[config.mk]
export PLATFORM = sky130hd
export DESIGN_NAME = lav_front
export DESIGN_NICKNAME = d
export VERILOG_FILES = /design/src/hw/rtl/lav_pkg.sv /design/src/hw/rtl/lav_front.sv
export SDC_FILE = /design/constraint.sdc
export NUM_CORES = 1
export LEC_CHECK = 0
export BUFFER_PORTS_ARGS = -buffer_cell sky130_fd_sc_hd__buf_2
export CORE_ASPECT_RATIO = 1.75
export CORE_MARGIN = 5
export CORE_UTILIZATION = 50
export CTS_CLUSTER_DIAMETER = 40
export DETAILED_ROUTE_END_ITERATION = 16
export PLACE_DENSITY_LB_ADDON = 0.3
export SYNTH_ARGS = -nofsm -noshare
export SYNTH_HDL_FRONTEND = slang
export SYNTH_SLANG_ARGS = --single-unit
[constraint.sdc]
create_clock -name i_clk -period 44.8 [get_ports i_clk]
set_clock_uncertainty 0.05 [all_clocks]
set_input_delay 8.96 -clock i_clk [delete_from_list [all_inputs] [get_ports i_clk]]
set_output_delay 8.96 -clock i_clk [all_outputs]
set_load 0.005 [all_outputs]
[src/hw/rtl/lav_pkg.sv]
// Shared constants, types and state encodings of the look-at view matrix block.
package lav_pkg;

    localparam int FRAC_BITS = 16;
    localparam int IN_W      = 32;
    localparam int D_W       = IN_W + 1;
    localparam int AX_W      = FRAC_BITS + 2;
    localparam int YA_W      = FRAC_BITS + 3;
    localparam int PR_W      = IN_W + YA_W;
    localparam int CR_W      = PR_W;
    localparam int ACC_W     = PR_W + 2;
    localparam int SQ_W      = 63;
    localparam int LEN_W     = 31;
    localparam int DC_W      = $clog2(FRAC_BITS + 1);
    localparam int Q_DEPTH   = 2;
    localparam int Q_PTR_W   = $clog2(Q_DEPTH);
    localparam int Q_CNT_W   = $clog2(Q_DEPTH + 1);
    localparam int K_W       = 5;

    localparam logic [K_W-1:0] K_CR_LAST = 5'd5;
    localparam logic [K_W-1:0] K_YT_LAST = 5'd20;
    localparam logic [1:0]     ROW_LAST  = 2'd3;
    localparam logic [16:0]    ONE_E3    = 17'((64'd1 << FRAC_BITS) & 64'h1FFFF);

    typedef struct packed {
        logic [2:0][IN_W-1:0] eye;
        logic [2:0][IN_W-1:0] up;
        logic [2:0][D_W-1:0]  d;
    } t_item;

    typedef enum logic [2:0] {
        N_IDLE,
        N_SHIFT,
        N_SQ,
        N_SQRT,
        N_DIV
    } t_nstate;

    typedef enum logic [3:0] {
        B_IDLE,
        B_NZ_WAIT,
        B_MAC_CR,
        B_CR_DRAIN,
        B_NX_START,
        B_NX_WAIT,
        B_MAC_YT,
        B_T_DRAIN,
        B_OUT
    } t_bstate;

endpackage

[src/hw/rtl/lav_front.sv]
// Front end: takes input transfers, forms eye minus target and queues the items.
module lav_front (
    input  logic                i_clk,
    input  logic                i_rst_n,
    input  logic                i_start,
    input  logic signed [31:0]  i_eye_x,
    input  logic signed [31:0]  i_eye_y,
    input  logic signed [31:0]  i_eye_z,
    input  logic signed [31:0]  i_target_x,
    input  logic signed [31:0]  i_target_y,
    input  logic signed [31:0]  i_target_z,
    input  logic signed [31:0]  i_up_x,
    input  logic signed [31:0]  i_up_y,
    input  logic signed [31:0]  i_up_z,
    input  logic                i_pop,
    output logic                o_busy,
    output logic                o_valid,
    output lav_pkg::t_item      o_item
);
    import lav_pkg::*;

    t_item                r_q [Q_DEPTH];
    logic [Q_PTR_W-1:0]   r_wr;
    logic [Q_PTR_W-1:0]   r_rd;
    logic [Q_CNT_W-1:0]   r_cnt;
    logic                 push;
    t_item                n_item;

    assign o_busy  = (r_cnt == Q_CNT_W'(Q_DEPTH));
    assign o_valid = (r_cnt != '0);
    assign push    = i_start && !o_busy;
    assign o_item  = r_q[r_rd];

    always_comb begin
        n_item.eye = {i_eye_z, i_eye_y, i_eye_x};
        n_item.up  = {i_up_z, i_up_y, i_up_x};
        n_item.d[0] = D_W'(i_eye_x) - D_W'(i_target_x);
        n_item.d[1] = D_W'(i_eye_y) - D_W'(i_target_y);
        n_item.d[2] = D_W'(i_eye_z) - D_W'(i_target_z);
    end

    always_ff @(posedge i_clk) begin
        if (push) begin
            r_q[r_wr] <= n_item;
        end
    end

    always_ff @(posedge i_clk) begin
        if (!i_rst_n) begin
            r_wr  <= '0;
            r_rd  <= '0;
            r_cnt <= '0;
        end else begin
            if (push) begin
                r_wr <= r_wr + 1'b1;
            end
            if (i_pop) begin
                r_rd <= r_rd + 1'b1;
            end
            if (push && !i_pop) begin
                r_cnt <= r_cnt + 1'b1;
            end else if (!push && i_pop) begin
                r_cnt <= r_cnt - 1'b1;
            end
        end
    end

endmodule

---- Word level (Yosys, flattened, before mapping) ----
Memories as Yosys holds them, arrays and structs flattened. A register that Yosys moved wholly into a read port is not among the register bits.
Index checks and enable logic that the tools add are counted.
word-level totals
  flip-flop bits (word level) ............. 4
  bits in latches ......................... 0
  bits in writable memories ............... 582
  bits in read-only memories .............. 0
  input port bits ......................... 292
  output and inout port bits .............. 293
  memories kept ........................... 1
memory list
  memory  depth  bits a word  read ports  clocked after memory_dff  wr ports  RTL line         text
  r_q     2      291          1           1                         1         lav_front.sv:22  t_item r_q [Q_DEPTH];
operators by class
  add/subtract/negate cells ............... 7
  $mul .................................... 0
  divide/modulo/power cells ............... 0
  order comparisons ....................... 0
  equality and inequality tests ........... 1
  shift-type cells ........................ 0
  multiplexer cells ....................... 6
  bitwise gates (word level) .............. 0
  reductions and logical operators ........ 8
operators by type and width
  cell                 number
  $sub 32x32->33       3
  $mux 1               4
  $mux 2               2
  $reduce_bool 2->1    2
  $logic_and 1x1->1    3
  $logic_not 1->1      3
  $add 1x1->1 const B  2
  $add 2x1->2 const B  1
  $eq 2x2->1 const B   1
  $sub 2x1->2 const B  1

---- Logic depth before layout (Yosys ltp) ----
  depth in word-level cells ............... 7
  mapped depth ............................ 11
  gate-level depth less buffers ........... 11

---- Least setup slack after synthesis ----
OpenSTA, ideal clock, no wires.
  kind .................................... input-to-reg
  start ................................... input i_start
  end ..................................... register r_wr
  arrival ................................. 22.005 ns
  slack ................................... 22.630 ns
  cell stages on the path ................. 3
  path buffers ............................ 0
  cells stage by stage .................... nand2_1 nor2_1 o21a_1
between the ends
  cells in the longest elaborated chain, start to end .. 1
ends and longest elaborated chain
  item                    RTL line         text
  start: declaration      lav_front.sv:5   input logic i_start,
  $logic_and 1x1->1       lav_front.sv:31  assign push = i_start && !o_busy;
  end signal: assignment  lav_front.sv:55  r_wr <= r_wr + 1'b1;
  end: declaration        lav_front.sv:23  logic [Q_PTR_W-1:0] r_wr;
Every way passes these cells.
A chain may end at the register's enable or synchronous reset.

==> impl_summary.log <==
[metrics] worst vdd ir: 0.04660 mV
[metrics] pin count of the biggest net entering global routing: around 170
[metrics] iteration-0 DRC count of the detailed router: just under 900
[metrics] chip width: around 180 µm
[metrics] Num CTS Buffers: 55
[metrics] Synthesized Nets: 2137
[metrics] run status: completed
[metrics] detailed-route vias per instance: 5.484
[metrics] async set-reset flop share out of synthesis: 0
[metrics] distinct cell type count after synthesis: 77
[metrics] Buf/Inv on CP: 2
[metrics] global-route wire length before repair: just over 100000 µm
[metrics] number of global-route vias before repair: ~18000
[metrics] final setup vio count: 0
[metrics] nets@finish: 2735
[metrics] slew margin rel.: 0.2900
[metrics] boundary pin count: between 500 and 600
[metrics] max-slew violation total from the final report: 0
[metrics] drt total wl: just under 70000 µm
[metrics] number of antenna violations at the first check in global routing: 4
[metrics] Critical Path Fanout Max: 80
[metrics] post-DP HPWL: about 50000 µm
[metrics] final design area excluding fillers: approximately 32000 µm²
[metrics] Mapped Avg Cell Area: 15.23 µm²
[metrics] register area share after synthesis: 0.6615
[metrics] worst min-delay path category: register to register
[metrics] row count: about 110
[metrics] aggregate global routing overflow: 0
[metrics] Pre-Repair DR Iteration Count: 6
[metrics] Tcrit/Tclk final: 0.2735
[metrics] quantity of I/O buffers inserted on ports: between 500 and 600
[metrics] count of cells resized by post-cts repair: 0
[metrics] Synthesis Warnings: 0
[metrics] Leak Pwr: between 0.01 and 0.015 µW
[metrics] chip height: 315.0 µm
[metrics] Total Routing Usage GR: 0.2226
[metrics] EDFF count, synth: 582
[metrics] area grow syn2layout: 20.77%
[metrics] crit start category: register
[metrics] Total Neg Setup Slack: 0 ns
[metrics] Post-DRT Antenna Nets: 0
[metrics] total power per unit cell area: 44.88 nW/µm²
[metrics] Util after Layout: 0.6113
[metrics] effective utilization at floorplan: 0.5061
[metrics] cell area after placement: 30240 µm²
[metrics] core area: 52500 µm²
[metrics] CP delay by family, top: buffers and inverters
[metrics] vias: around 17000
[metrics] number of setup buffers added after CTS: 0
[metrics] number of hold violations in the final report: 0
[metrics] clk sinks: about 600
[metrics] type of the worst setup path: register to output port
[metrics] series of cell instances along the critical path: buf_4, mux2_2, buf_2
[metrics] # DRC: 0
[metrics] number of max-cap violations: 0
[metrics] final critical-path required period: approximately 12 ns
[metrics] number of cells produced by synthesis: about 1700
[metrics] Tot Pwr: 1440 µW
[metrics] CTS tree: built
[metrics] Top FF cell, synth: edfxtp_1
[metrics] slowest stage cell on the critical path: dfxtp_4
[metrics] fraction of final layout cells with drive strength greater than 1: 0.4199
[metrics] maximum single-stage delay on the critical path: 0.95 ns
[metrics] clock root buffer master: clkbuf_16
[metrics] clk buf depth: 3
[metrics] Data required, critical path: about 36 ns
[metrics] setup repair after global routing missed its margin: no
[metrics] clock-pin slew of the registers on the worst-case setup and hold paths: roughly 0.060 ns
[metrics] Routed WL per cell: around 22 µm
[metrics] Total Die Area: roughly 58000 µm²
[metrics] number of H-tree branching levels: 2
[metrics] summed instance area of the synthesized netlist: 26570 µm²
[metrics] actual slew at the worst max-slew pin: around 1.1 ns
[metrics] highest clock rate: a little over 0.08 GHz
[metrics] last weighted congestion value of the routability-driven placer: about 0.90
[metrics] number of synthesized register bits: a little under 600
[metrics] data arrival time of the worst path: about 3.2 ns
[metrics] CP Capture Type: output port
[metrics] insertion delay of the later-clocked pin in the worst-skew pair: around 0.6 ns
[metrics] quantity of hold-fixing buffers added after cts: 0
## cell usage in the layout (no fill, tap or decap), types with 6 or more instances in the layout
master     synthesis  layout
nand2_1           69      69
buf_2              6     584
inv_1            126     126
a21oi_1           93      93
and2_1             8       8
a21o_1            34      34
o21bai_1          12      12
o21ai_0           47      47
a31oi_1           10      10
xnor2_1           51      51
buf_4              0       7
nor2b_1           15      15
nand2b_1           7       7
clkbuf_16          0      57
clkinv_2           0      13
clkbuf_1          43       7
and3_1            10       9
o21a_1            11      11
clkinv_1           0       6
nor2_1            44      43
a41oi_1            7       7
edfxtp_1         582     582
bufinv_16          0       7
nand4_1           16      16
nor3_1            11      11
o211ai_1           7       7
xor2_1            36      36
mux2_2           291     291
nand3_1           12      12
ha_1              97      97
## path summary, 6_finish.rpt
kind | from | to | slack, ns | cells after the start
min reg2reg | r_cnt[1] | r_cnt[1] | 0.48 | 2
max | register | o_item[158] | 32.55 | 3
min | r_cnt[1] | r_cnt[1] | 0.48 | 2
max reg2reg | r_cnt[0] | r_q[1][19] | 41.98 | 3
## cell type report
class	count	area (µm²)
Clock inverter	36	395.4
Fill cell	4049	20410
Inverter	126	473.0
Antenna cell	2	5.005
Clock buffer	64	1453
Timing Repair Buffer	593	3015
Multi-Input combinational cell	980	8322
Tap cell	678	848.3
Sequential cell	587	17580
## metrics by stage
stage / instances / hold WS, ns / setup WS (ns)
final: 3066 / 0.4760 / 32.55
after detailed placement: 2964 / 0.4711 / 32.90
after CTS: 3064 / 0.4798 / 32.49
after floorplan: 1745 / 0.4228 / 22.63
after global routing: 3064 / 0.4884 / 32.39
after global placement: 2964 / 0.4366 / 32.91
## state kept, by name, summed over array words and instances (netlist names), named ones only
name and flops:
r_cnt 2, r_wr 1, r_rd 1, r_q 582
## logic make-up after synthesis
logic type | share of synthesized area
compound gates | 0.07101
buf+inv | 0.02580
xor+xnor | 0.02868
simple gates | 0.04139
flops | 0.6615
fa+ha+maj | 0.04794
mux | 0.1237
## synthesized netlist by cell type (3+ instances only)
library cell	count	share of area
xnor2_1	51	0.017
a221o_1	3	0.0011
buf_2	6	0.0011
nand3_1	12	0.0023
nand2b_1	7	0.0016
a21o_1	34	0.0096
and3_1	10	0.0024
nor2b_1	15	0.0035
xor2_1	36	0.012
o21ai_0	47	0.0089
a31oi_1	10	0.0024
a41oi_1	7	0.0023
nand3_2	3	0.0011
o21a_1	11	0.0031
o211ai_1	7	0.0020
inv_1	126	0.018
fa_1	3	0.0023
nand4_1	16	0.0038
nand2_1	69	0.0097
ha_1	97	0.046
o21ai_1	3	0.00056
or2_2	4	0.00094
o31a_1	3	0.00099
dfxtp_1	5	0.0038
and2_1	8	0.0019
a21oi_1	93	0.018
mux2_2	291	0.12
o2111ai_1	3	0.00099
nor2_1	44	0.0062
edfxtp_1	582	0.66
o31ai_1	3	0.00085
or3_1	3	0.00071
a21boi_0	4	0.0011
clkbuf_1	43	0.0061
a211oi_1	5	0.0014
a211o_1	5	0.0016
o21bai_1	12	0.0034
o22ai_1	4	0.00094
nor3_1	11	0.0021
## routing by layer
layer,GRT usage,part of all wire
met1,0.2399,0.35
met2,0.4157,0.53
met3,0.06256,0.087
met4,0.07181,0.032
met5,0,0.00040
## worst register-to-register path, stage by stage (launching register included)
cell      delay, ns
dfxtp_1        0.40
nand2b_1       0.18
and3_4         0.77
buf_12         0.89
## where the power goes
group	internal, µW	leakage [µW]	switching [µW]
combinational	113	0.00632	153
sequential	684	0.00547	15.1
clock	274	0.000911	202
Note: power is estimated with default switching activity, not from simulation.
